### src/hdl/assert_macros.svh
// ---------------------------------------------------------------------------
// Assertion macros
// Shared concurrent assertion forms, sampled on clk_i, off during reset.
// ---------------------------------------------------------------------------
`ifndef ASSERT_MACROS_SVH
`define ASSERT_MACROS_SVH

// prop must hold at every edge out of reset
`define SFS_ASSERT(lbl, prop, msg) \
  lbl: assert property (@(posedge clk_i) disable iff (!rst_ni) (prop)) else $error(msg);

// prop must never hold out of reset
`define SFS_ASSERT_NEVER(lbl, prop, msg) \
  lbl: assert property (@(posedge clk_i) disable iff (!rst_ni) !(prop)) else $error(msg);

`endif

### src/hdl/sfscr_pkg.sv
// ---------------------------------------------------------------------------
// sfscr_pkg
// Types and constants for the sensor frame sync and cliff reflex block.
// ---------------------------------------------------------------------------
package sfscr_pkg;

  localparam int unsigned PACKET_BYTES = 20;
  localparam int unsigned FILL_W       = $clog2(PACKET_BYTES);
  localparam int unsigned MAX_RESULTS  = 9;
  localparam int unsigned STEP_W       = $clog2(MAX_RESULTS);

  localparam logic [7:0] PKT_HEADER  = 8'd19;
  localparam logic [7:0] PKT_LEN     = 8'(PACKET_BYTES - 3);
  localparam logic [7:0] ID_CLIFF_L  = 8'd28;
  localparam logic [7:0] ID_CLIFF_FL = 8'd29;
  localparam logic [7:0] ID_CLIFF_FR = 8'd30;
  localparam logic [7:0] ID_CLIFF_R  = 8'd31;
  localparam logic [7:0] ID_DISTANCE = 8'd19;
  localparam logic [7:0] ID_IR       = 8'd17;

  localparam logic [7:0] CMD_DRIVE_DIRECT = 8'd145;
  localparam logic [7:0] CMD_STREAM_CTRL  = 8'd150;
  localparam logic [7:0] STREAM_PAUSE     = 8'd0;
  localparam logic [7:0] CMD_START        = 8'd128;

  localparam logic [8:0] SPEED_LIMIT = 9'd500;

  localparam logic [2:0] DRIVE_FWD   = 3'd0;
  localparam logic [2:0] DRIVE_LEFT  = 3'd1;
  localparam logic [2:0] DRIVE_RIGHT = 3'd2;
  localparam logic [2:0] DRIVE_BACK  = 3'd3;
  localparam logic [2:0] DRIVE_STOP  = 3'd4;
  localparam logic [2:0] DRIVE_EXIT  = 3'd5;

  localparam logic [2:0] REG_WHEEL_SPEED      = 3'd0;
  localparam logic [2:0] REG_THRESH_LEFT      = 3'd1;
  localparam logic [2:0] REG_THRESH_FRONT_L   = 3'd2;
  localparam logic [2:0] REG_THRESH_FRONT_R   = 3'd3;
  localparam logic [2:0] REG_THRESH_RIGHT     = 3'd4;
  localparam logic [2:0] REG_CLIFF_HIGH_VALUE = 3'd5;

  localparam logic [8:0] WHEEL_SPEED_RST = 9'd300;

  typedef enum logic [1:0] {
    KIND_RECORD    = 2'd0,
    KIND_COMMAND   = 2'd1,
    KIND_MISALIGNED = 2'd2
  } kind_e;

  typedef struct packed {
    logic [7:0] rx_byte;
    logic [2:0] drive_request;
  } in_t;

  typedef struct packed {
    kind_e              kind;
    logic [7:0]         tx_byte;
    logic [3:0]         cliff_state;
    logic [15:0]        cliff_left_raw;
    logic [15:0]        cliff_front_left_raw;
    logic [15:0]        cliff_front_right_raw;
    logic [15:0]        cliff_right_raw;
    logic signed [15:0] distance;
    logic [7:0]         ir_byte;
    logic [2:0]         drive_requested;
    logic [2:0]         drive_issued;
    logic               last;
  } out_t;

  typedef struct packed {
    logic [8:0]  wheel_speed;
    logic [15:0] thresh_left;
    logic [15:0] thresh_front_left;
    logic [15:0] thresh_front_right;
    logic [15:0] thresh_right;
    logic        cliff_high_value;
  } cfg_t;

  typedef struct packed {
    logic               misaligned;
    logic [15:0]        cliff_left_raw;
    logic [15:0]        cliff_front_left_raw;
    logic [15:0]        cliff_front_right_raw;
    logic [15:0]        cliff_right_raw;
    logic signed [15:0] distance;
    logic [7:0]         ir_byte;
    logic [2:0]         drive_request;
  } job_t;

endpackage

### src/hdl/sfscr_front.sv
// ---------------------------------------------------------------------------
// sfscr_front
// Byte window, running checksum and frame check; posts one job per full window.
// ---------------------------------------------------------------------------
`include "assert_macros.svh"

module sfscr_front import sfscr_pkg::*; (
  input  logic  clk_i,
  input  logic  rst_ni,
  input  logic  in_valid_i,
  output logic  in_stall_o,
  input  in_t   in_data_i,
  input  logic  queue_full_i,
  output logic  push_o,
  output job_t  job_o
);

  logic [7:0]        win_q [PACKET_BYTES];
  logic [7:0]        win_d [PACKET_BYTES];
  logic [FILL_W-1:0] fill_q, fill_d;
  logic [7:0]        sum_q, sum_d;
  logic [7:0]        sum_new;
  logic              accept;
  logic              full;
  logic              frame_ok;

  assign in_stall_o = queue_full_i;
  assign accept     = in_valid_i && !queue_full_i;
  assign sum_new    = sum_q + in_data_i.rx_byte;
  assign full       = (fill_q == FILL_W'(PACKET_BYTES - 1));

  always_comb begin
    for (int i = 0; i < PACKET_BYTES - 1; i++) begin
      win_d[i] = win_q[i+1];
    end
    win_d[PACKET_BYTES-1] = in_data_i.rx_byte;
  end

  assign frame_ok = (win_d[0] == PKT_HEADER) && (win_d[1] == PKT_LEN) &&
                    (win_d[2] == ID_CLIFF_L) && (win_d[5] == ID_CLIFF_FL) &&
                    (win_d[8] == ID_CLIFF_FR) && (win_d[11] == ID_CLIFF_R) &&
                    (win_d[14] == ID_DISTANCE) && (win_d[17] == ID_IR) &&
                    (sum_new == 8'd0);

  always_comb begin
    fill_d = fill_q;
    sum_d  = sum_q;
    push_o = 1'b0;
    if (accept) begin
      if (!full) begin
        fill_d = fill_q + 1'b1;
        sum_d  = sum_new;
      end else if (frame_ok) begin
        fill_d = '0;
        sum_d  = '0;
        push_o = 1'b1;
      end else begin
        // drop the oldest byte and resync
        fill_d = FILL_W'(PACKET_BYTES - 1);
        sum_d  = sum_new - win_d[0];
        push_o = 1'b1;
      end
    end
  end

  always_comb begin
    job_o                       = '0;
    job_o.misaligned            = !frame_ok;
    job_o.cliff_left_raw        = {win_d[3], win_d[4]};
    job_o.cliff_front_left_raw  = {win_d[6], win_d[7]};
    job_o.cliff_front_right_raw = {win_d[9], win_d[10]};
    job_o.cliff_right_raw       = {win_d[12], win_d[13]};
    job_o.distance              = {win_d[15], win_d[16]};
    job_o.ir_byte               = win_d[18];
    job_o.drive_request         = in_data_i.drive_request;
  end

  always_ff @(posedge clk_i or negedge rst_ni) begin
    if (!rst_ni) begin
      fill_q <= '0;
      sum_q  <= '0;
    end else begin
      fill_q <= fill_d;
      sum_q  <= sum_d;
    end
  end

  always_ff @(posedge clk_i) begin
    if (accept) begin
      win_q <= win_d;
    end
  end

  `SFS_ASSERT_NEVER(a_fill_range, fill_q > FILL_W'(PACKET_BYTES - 1), "window fill overrun")
  `SFS_ASSERT(a_match_clears, push_o && !job_o.misaligned |=> fill_q == '0 && sum_q == '0,
              "window not emptied after a matching frame")

endmodule

### src/hdl/sfscr_job_queue.sv
// ---------------------------------------------------------------------------
// sfscr_job_queue
// Short FIFO of frame jobs between the front and back ends.
// ---------------------------------------------------------------------------
`include "assert_macros.svh"

module sfscr_job_queue import sfscr_pkg::*; #(
  parameter int unsigned DEPTH = 2
) (
  input  logic clk_i,
  input  logic rst_ni,
  input  logic push_i,
  input  job_t job_i,
  output logic full_o,
  output logic valid_o,
  output job_t job_o,
  input  logic pop_i
);

  localparam int unsigned AW = $clog2(DEPTH);
  localparam int unsigned CW = $clog2(DEPTH + 1);

  job_t          mem_q [DEPTH];
  logic [AW-1:0] wr_ptr_q, wr_ptr_d;
  logic [AW-1:0] rd_ptr_q, rd_ptr_d;
  logic [CW-1:0] count_q, count_d;
  logic          do_pop;

  assign full_o  = (count_q == CW'(DEPTH));
  assign valid_o = (count_q != '0);
  assign job_o   = mem_q[rd_ptr_q];
  assign do_pop  = pop_i && valid_o;

  always_comb begin
    wr_ptr_d = wr_ptr_q;
    rd_ptr_d = rd_ptr_q;
    count_d  = count_q;
    if (push_i) begin
      wr_ptr_d = (wr_ptr_q == AW'(DEPTH - 1)) ? '0 : wr_ptr_q + 1'b1;
    end
    if (do_pop) begin
      rd_ptr_d = (rd_ptr_q == AW'(DEPTH - 1)) ? '0 : rd_ptr_q + 1'b1;
    end
    if (push_i && !do_pop) begin
      count_d = count_q + 1'b1;
    end else if (!push_i && do_pop) begin
      count_d = count_q - 1'b1;
    end
  end

  always_ff @(posedge clk_i or negedge rst_ni) begin
    if (!rst_ni) begin
      wr_ptr_q <= '0;
      rd_ptr_q <= '0;
      count_q  <= '0;
    end else begin
      wr_ptr_q <= wr_ptr_d;
      rd_ptr_q <= rd_ptr_d;
      count_q  <= count_d;
    end
  end

  always_ff @(posedge clk_i) begin
    if (push_i) begin
      mem_q[wr_ptr_q] <= job_i;
    end
  end

  `SFS_ASSERT_NEVER(a_no_overflow, push_i && full_o, "job pushed into a full queue")

endmodule

### src/hdl/sfscr_back.sv
// ---------------------------------------------------------------------------
// sfscr_back
// Cliff thresholds, drive reflex and result sequencer with output register.
// ---------------------------------------------------------------------------
`include "assert_macros.svh"

module sfscr_back import sfscr_pkg::*; (
  input  logic clk_i,
  input  logic rst_ni,
  input  cfg_t cfg_i,
  input  logic job_valid_i,
  input  job_t job_i,
  output logic pop_o,
  output logic out_valid_o,
  input  logic out_stall_i,
  output out_t out_data_o
);

  logic [STEP_W-1:0] step_q, step_d;
  logic              out_valid_q, out_valid_d;
  out_t              out_q, res;
  logic              load;
  logic              bl, bfl, bfr, br;
  logic [3:0]        cliff;
  logic [2:0]        drive;
  logic [8:0]        speed;
  logic [15:0]       pos, neg, left, right;
  logic [STEP_W-1:0] n_res;
  logic              is_last;

  assign out_valid_o = out_valid_q;
  assign out_data_o  = out_q;
  assign load        = job_valid_i && (!out_valid_q || !out_stall_i);

  always_comb begin
    bl    = (job_i.cliff_left_raw > cfg_i.thresh_left) ?
            cfg_i.cliff_high_value : !cfg_i.cliff_high_value;
    bfl   = (job_i.cliff_front_left_raw > cfg_i.thresh_front_left) ?
            cfg_i.cliff_high_value : !cfg_i.cliff_high_value;
    bfr   = (job_i.cliff_front_right_raw > cfg_i.thresh_front_right) ?
            cfg_i.cliff_high_value : !cfg_i.cliff_high_value;
    br    = (job_i.cliff_right_raw > cfg_i.thresh_right) ?
            cfg_i.cliff_high_value : !cfg_i.cliff_high_value;
    cliff = {bl, bfl, bfr, br};

    drive = job_i.drive_request;
    if (((drive == DRIVE_FWD) && (bfl || bfr)) || ((drive == DRIVE_BACK) && (bl || br)) ||
        ((drive == DRIVE_LEFT) && bl) || ((drive == DRIVE_RIGHT) && br)) begin
      drive = DRIVE_STOP;
    end
    if ((drive == DRIVE_STOP) && (cliff == 4'd0)) begin
      drive = DRIVE_LEFT;
    end

    speed = (cfg_i.wheel_speed > SPEED_LIMIT) ? SPEED_LIMIT : cfg_i.wheel_speed;
    pos   = {7'd0, speed};
    neg   = 16'd0 - pos;
    case (drive)
      DRIVE_FWD: begin
        left  = pos;
        right = pos;
      end
      DRIVE_LEFT: begin
        left  = neg;
        right = pos;
      end
      DRIVE_RIGHT: begin
        left  = pos;
        right = neg;
      end
      DRIVE_BACK: begin
        left  = neg;
        right = neg;
      end
      default: begin
        left  = '0;
        right = '0;
      end
    endcase

    if (job_i.misaligned) begin
      n_res = STEP_W'(1);
    end else if (drive == DRIVE_EXIT) begin
      n_res = STEP_W'(9);
    end else if (drive < DRIVE_EXIT) begin
      n_res = STEP_W'(6);
    end else begin
      n_res = STEP_W'(1);
    end
    is_last = (step_q == n_res - 1'b1);
  end

  always_comb begin
    res      = '0;
    res.last = is_last;
    if (job_i.misaligned) begin
      res.kind = KIND_MISALIGNED;
    end else if (step_q == '0) begin
      res.kind                  = KIND_RECORD;
      res.cliff_state           = cliff;
      res.cliff_left_raw        = job_i.cliff_left_raw;
      res.cliff_front_left_raw  = job_i.cliff_front_left_raw;
      res.cliff_front_right_raw = job_i.cliff_front_right_raw;
      res.cliff_right_raw       = job_i.cliff_right_raw;
      res.distance              = job_i.distance;
      res.ir_byte               = job_i.ir_byte;
      res.drive_requested       = job_i.drive_request;
      res.drive_issued          = drive;
    end else begin
      res.kind = KIND_COMMAND;
      case (step_q)
        STEP_W'(1): res.tx_byte = CMD_DRIVE_DIRECT;
        STEP_W'(2): res.tx_byte = right[15:8];
        STEP_W'(3): res.tx_byte = right[7:0];
        STEP_W'(4): res.tx_byte = left[15:8];
        STEP_W'(5): res.tx_byte = left[7:0];
        STEP_W'(6): res.tx_byte = CMD_STREAM_CTRL;
        STEP_W'(7): res.tx_byte = STREAM_PAUSE;
        STEP_W'(8): res.tx_byte = CMD_START;
        default:    res.tx_byte = '0;
      endcase
    end
  end

  always_comb begin
    step_d      = step_q;
    out_valid_d = out_valid_q;
    pop_o       = 1'b0;
    if (load) begin
      out_valid_d = 1'b1;
      if (is_last) begin
        step_d = '0;
        pop_o  = 1'b1;
      end else begin
        step_d = step_q + 1'b1;
      end
    end else if (!out_stall_i) begin
      out_valid_d = 1'b0;
    end
  end

  always_ff @(posedge clk_i or negedge rst_ni) begin
    if (!rst_ni) begin
      step_q      <= '0;
      out_valid_q <= 1'b0;
    end else begin
      step_q      <= step_d;
      out_valid_q <= out_valid_d;
    end
  end

  always_ff @(posedge clk_i) begin
    if (load) begin
      out_q <= res;
    end
  end

  `SFS_ASSERT(a_step_range, step_q < STEP_W'(MAX_RESULTS), "result step out of range")
  `SFS_ASSERT(a_job_held, step_q != '0 |-> job_valid_i, "job left the queue mid-sequence")

endmodule

### src/hdl/sensor_frame_sync_and_cliff_reflex.sv
// ---------------------------------------------------------------------------
// sensor_frame_sync_and_cliff_reflex
// Sensor stream deframer with checksum, cliff thresholds and drive reflex.
// ---------------------------------------------------------------------------
// Takes one received byte per cycle. A byte that leaves the 20-byte window
// short of full gives no result. A full window is checked and posted as one
// job into a queue of JOB_DEPTH entries; the back end then delivers one result
// per cycle from its output register while not stalled: one for a misaligned
// window or an invalid drive request, six for a drive, nine for exit. Input
// stalls only while the job queue is full, so the sustained rate is one byte
// a cycle unless frames arrive faster than the back end drains their results.
// Configuration takes effect on jobs being sequenced, so write it while idle.

module sensor_frame_sync_and_cliff_reflex import sfscr_pkg::*; #(
  parameter int unsigned JOB_DEPTH = 2
) (
  input  logic        clk_i,
  input  logic        rst_ni,
  input  logic        in_valid_i,
  output logic        in_stall_o,
  input  in_t         in_data_i,
  output logic        out_valid_o,
  input  logic        out_stall_i,
  output out_t        out_data_o,
  input  logic        cfg_we_i,
  input  logic [2:0]  cfg_index_i,
  input  logic [15:0] cfg_wdata_i
);

  cfg_t cfg_q, cfg_d;
  logic push;
  job_t push_job;
  logic q_full;
  logic q_valid;
  job_t q_job;
  logic pop;

  always_comb begin
    cfg_d = cfg_q;
    if (cfg_we_i) begin
      case (cfg_index_i)
        REG_WHEEL_SPEED:      cfg_d.wheel_speed        = cfg_wdata_i[8:0];
        REG_THRESH_LEFT:      cfg_d.thresh_left        = cfg_wdata_i;
        REG_THRESH_FRONT_L:   cfg_d.thresh_front_left  = cfg_wdata_i;
        REG_THRESH_FRONT_R:   cfg_d.thresh_front_right = cfg_wdata_i;
        REG_THRESH_RIGHT:     cfg_d.thresh_right       = cfg_wdata_i;
        REG_CLIFF_HIGH_VALUE: cfg_d.cliff_high_value   = cfg_wdata_i[0];
        default:              cfg_d = cfg_q;
      endcase
    end
  end

  always_ff @(posedge clk_i or negedge rst_ni) begin
    if (!rst_ni) begin
      cfg_q <= '{wheel_speed:        WHEEL_SPEED_RST,
                 thresh_left:        16'd0,
                 thresh_front_left:  16'd0,
                 thresh_front_right: 16'd0,
                 thresh_right:       16'd0,
                 cliff_high_value:   1'b1};
    end else begin
      cfg_q <= cfg_d;
    end
  end

  sfscr_front u_front (
    .clk_i        (clk_i),
    .rst_ni       (rst_ni),
    .in_valid_i   (in_valid_i),
    .in_stall_o   (in_stall_o),
    .in_data_i    (in_data_i),
    .queue_full_i (q_full),
    .push_o       (push),
    .job_o        (push_job)
  );

  sfscr_job_queue #(
    .DEPTH (JOB_DEPTH)
  ) u_queue (
    .clk_i   (clk_i),
    .rst_ni  (rst_ni),
    .push_i  (push),
    .job_i   (push_job),
    .full_o  (q_full),
    .valid_o (q_valid),
    .job_o   (q_job),
    .pop_i   (pop)
  );

  sfscr_back u_back (
    .clk_i       (clk_i),
    .rst_ni      (rst_ni),
    .cfg_i       (cfg_q),
    .job_valid_i (q_valid),
    .job_i       (q_job),
    .pop_o       (pop),
    .out_valid_o (out_valid_o),
    .out_stall_i (out_stall_i),
    .out_data_o  (out_data_o)
  );

endmodule
### config.mk
export PLATFORM = sky130hd
export DESIGN_NAME = sensor_frame_sync_and_cliff_reflex
export DESIGN_NICKNAME = d
export VERILOG_FILES = /design/src/hdl/sfscr_pkg.sv /design/src/hdl/sfscr_front.sv /design/src/hdl/sfscr_job_queue.sv /design/src/hdl/sfscr_back.sv /design/src/hdl/sensor_frame_sync_and_cliff_reflex.sv
export VERILOG_INCLUDE_DIRS = /design/src /design/src/hdl
export SDC_FILE = /design/constraint.sdc
export NUM_CORES = 1
export LEC_CHECK = 0
export BUFFER_PORTS_ARGS = -buffer_cell sky130_fd_sc_hd__clkbuf_2
export CAP_MARGIN = 20
export CORE_ASPECT_RATIO = 0.7
export CORE_MARGIN = 2
export CORE_UTILIZATION = 60
export DETAILED_ROUTE_END_ITERATION = 8
export PLACE_DENSITY_LB_ADDON = 0.25
export SETUP_SLACK_MARGIN = 0.15
export SYNTH_ARGS = -nofsm -noshare
export SYNTH_HDL_FRONTEND = slang
export SYNTH_SLANG_ARGS = --single-unit
### constraint.sdc
create_clock -name clk_i -period 9.9 [get_ports clk_i]
set_input_delay 0.99 -clock clk_i [delete_from_list [all_inputs] [get_ports clk_i]]
set_output_delay 0.99 -clock clk_i [all_outputs]
set_load 0.02 [all_outputs]
==> results.yml <==
worst_setup_path:
  crit_start: "u_queue.rd_ptr_q$_DFFE_PN0P_"
  timing_worst_setup_path_type: "reg2reg"
  path_max_fanout: 58
  worstSetupStartpointType: "flop"
  path_cells: "buf_4, mux2_2, ha_1, a21o_1, nand3_1, a2111oi_0, o31ai_4, xnor2_2, o211ai_4, a21boi_4, nor4b_2, o21ai_0, a31oi_1"
  r2r_slack_ns: 4.33
  slowest_delay_ns: 1.09
  cp_slowest_cell: "dfrtp_4"
  path_buf_inv: 1
  crit_family: "compound AO/OA/AOI/OAI gates"
  cp-end-kind: "flop"
  r2r_start: "u_queue.rd_ptr_q$_DFFE_PN0P_"
  worstPathArrival_ns: 5.97
  cp_data_required_time_ns: 10.30
layout:
  finish.instance_area_um2: 25000
  multi_input_area_um2: 5910
  seq_area_um2: 15800
  fillerInstances: 2380
  fin_nets: 1754
  drive_gt1_share_pct: 21.3
  syn2layout_area_growth_pct: 12.7
global_routing:
  grt_pass1_vias: 12300
  track_usage_pct: 25.6
  antenna_found_initial: 1
  grt_pass1_wl_mm: 72.7
  overflow: 0
  grt_max_degree: 81
synth:
  syn_inst: 1466
  synth_ff_type: "edfxtp_1"
  yosysSeqAreaShare_pct: 71.1
  synth.distinct_cells: 83
  async_flop_share_pct: 17.7
  synthDominantCellAreaShare_pct: 60.3
  netlist_area_um2: 22200
  syn_area_per_cell_um2: 15.1
  synthTopCellsByCount: "445 x edfxtp_1, 99 x nand2_1, 91 x dfrtp_1"
  synth_xor_area_share_pct: 0.942
  synth_area_leaders: "edfxtp_1 60%, dfrtp_1 10%, ha_1 4.8%, mux2_2 4.6%, and2_1 1.8%"
  synth_adder_area_share_pct: 4.98
  yosys_warnings: 0
  syn_nets: 1588
  synth-edff-count: 445
  synthMuxAreaShare_pct: 6.08
  synthSimpleGateAreaFrac_pct: 8.66
  synth.ff_latch_count: 541
  yosysTopAreaCell: "edfxtp_1"
  synth-compound-area-share_pct: 5.92
  synth_top_family_by_area: "simple AND/OR/NAND/NOR gates"
  yosys.cell_count.top_type: "edfxtp_1"
detailed_routing:
  drc: 0
  drtIter0Drc: 1175
  first_pass_iters: 5
  drt-total-wl_mm: 48.8
  postRouteAntennaNets: 0
  viasPerCell: 5.91
  vias: 12700
  wl_per_cell_um: 22.6
cts:
  cts_hold_buf: 0
  worstSkewPairLatency_ns: 0.57
  clkTransAtPathRegs_ns: 0.06
  cts_tree: "built"
  cts-root-buf: "clkbuf_16"
  post_cts.repair.setup_buffers: 0
  cts.path.max_buffers: 3
  cts_htree_levels: 2
  post_cts_resized: 0
  cts.sinks: 541
  numCtsBuffers: 49
timing:
  hold_ws_ns: 0.352
  hold_viol_final: 0
  final.period_utilization_pct: 56.2
  rsz0062_at_grt: "no"
  drv_slew: 0
  tns_ns: 0
  setup_viol: 0
  fin_ws_ns: 4.33
  fin_skew_ns: 0.0163
  worst_pin_slew_ns: 1.03
  slew_headroom_pct: 31.1
  fin_crit_ns: 5.57
  fmax_mhz: 180
floorplan:
  start_util_pct: 61.4
  core_area_um2: 36100
  ios: 146
  dieArea_um2: 38500
  die_h_um: 165
  num_rows: 58
  die_width_um: 234
placement:
  dpl_worst_slack_ns: 4.41
  place_area_um2: 23400
  gp_congestion: 0.918
  port_buffers: 145
  hpwl_mm: 32.4
pwr:
  ir_drop_mv: 0.162
  finalPower_mw: 6.68
  p_leak_nw: 9.34
  cellPowerDensity_nw_per_um2: 267
worst_hold_path:
  hp-class: "in2async"
run_status:
  status: "finished clean"
job:
  cap_violations: 0
-- logic make-up after synthesis --
kind of cell    count (synthesis)
compound gates                201
simple gates                  363
buf+inv                       128
fa+ha+maj                      87
xor+xnor                       23
flops                         541
mux                           123
-- stage by stage --
step / instances / util, %
floorplan: 1466 / -
global placement: 2061 / 64.9
detailed placement: 2061 / 64.9
CTS: 2153 / 69.2
global route: 2153 / 69.2
finish: 2155 / 69.2
-- flip-flops by register name, indices dropped and copies added (netlist names) --
register	count
u_front.sum_q	8
u_front.job_o	88
u_front.win_d	64
u_queue.count_q	2
u_queue.rd_ptr_q	1
u_back.step_q	4
u_back.out_valid_o	1
cfg_q	74
u_front.fill_q	5
u_back.out_data_o	109
u_queue.wr_ptr_q	1
u_queue.mem_q	184
-- routing by layer --
layer  global-route usage [%]  routed length, µm  up-vias  share of wire [%]
met3                     5.09               3830       79                7.8
met2                     37.5              21700      502                 44
met4                     7.22               1020        0                2.1
li1                         -                  -     5788                  -
met1                     39.3              22300     6364                 46
met5                        0                  0        -                  0
-- report_power, final --
| group | total [mW] | leakage [nW] | switching (mW) | internal [mW] |
|---|---|---|---|---|
| clock | 1.85 | 0.753 | 0.820 | 1.03 |
| combinational | 1.62 | 3.27 | 1.06 | 0.564 |
| sequential | 3.21 | 5.31 | 0.228 | 2.98 |
| total | 6.68 | 9.34 | 2.11 | 4.57 |
-- final cells by class --
class,instances,share of cell area (%)
repair buffers,160,3.36
inverters,83,1.28
clock inverters,28,0.891
clock buffers,64,5.30
flip-flops and latches,541,63.1
well taps,480,2.40
multi-input cells,797,23.6
diodes,2,0.0200
-- layout by cell type, fill, tap and decap left out, types with 15 or more instances in the layout --
cell type	instances
a21oi_1	44
and2_1	62
buf_4	16
clkbuf_16	51
clkbuf_2	144
dfrtp_1	90
edfxtp_1	445
ha_1	85
inv_1	81
mux2_2	90
mux2i_1	32
nand2_1	99
nand3_1	15
nand4_1	20
nor2_1	63
nor3_1	23
o21ai_0	76
-- worst paths after layout --
check | cells after the start | to
setup / recovery | 13 | u_back.out_data_o[103]$_SDFFCE_PP0P_
hold / removal | 1 | cfg_q[21]$_DFFE_PN0P_
setup reg to reg | 13 | u_back.out_data_o[103]$_SDFFCE_PP0P_
hold reg to reg | 0 | u_front.job_o[64]$_DFFE_PP_
max in group asynchronous | 2 | u_queue.rd_ptr_q$_DFFE_PN0P_
min in group clk_i | 0 | u_front.job_o[64]$_DFFE_PP_
No activity file was read; power rests on OpenSTA's default activity.
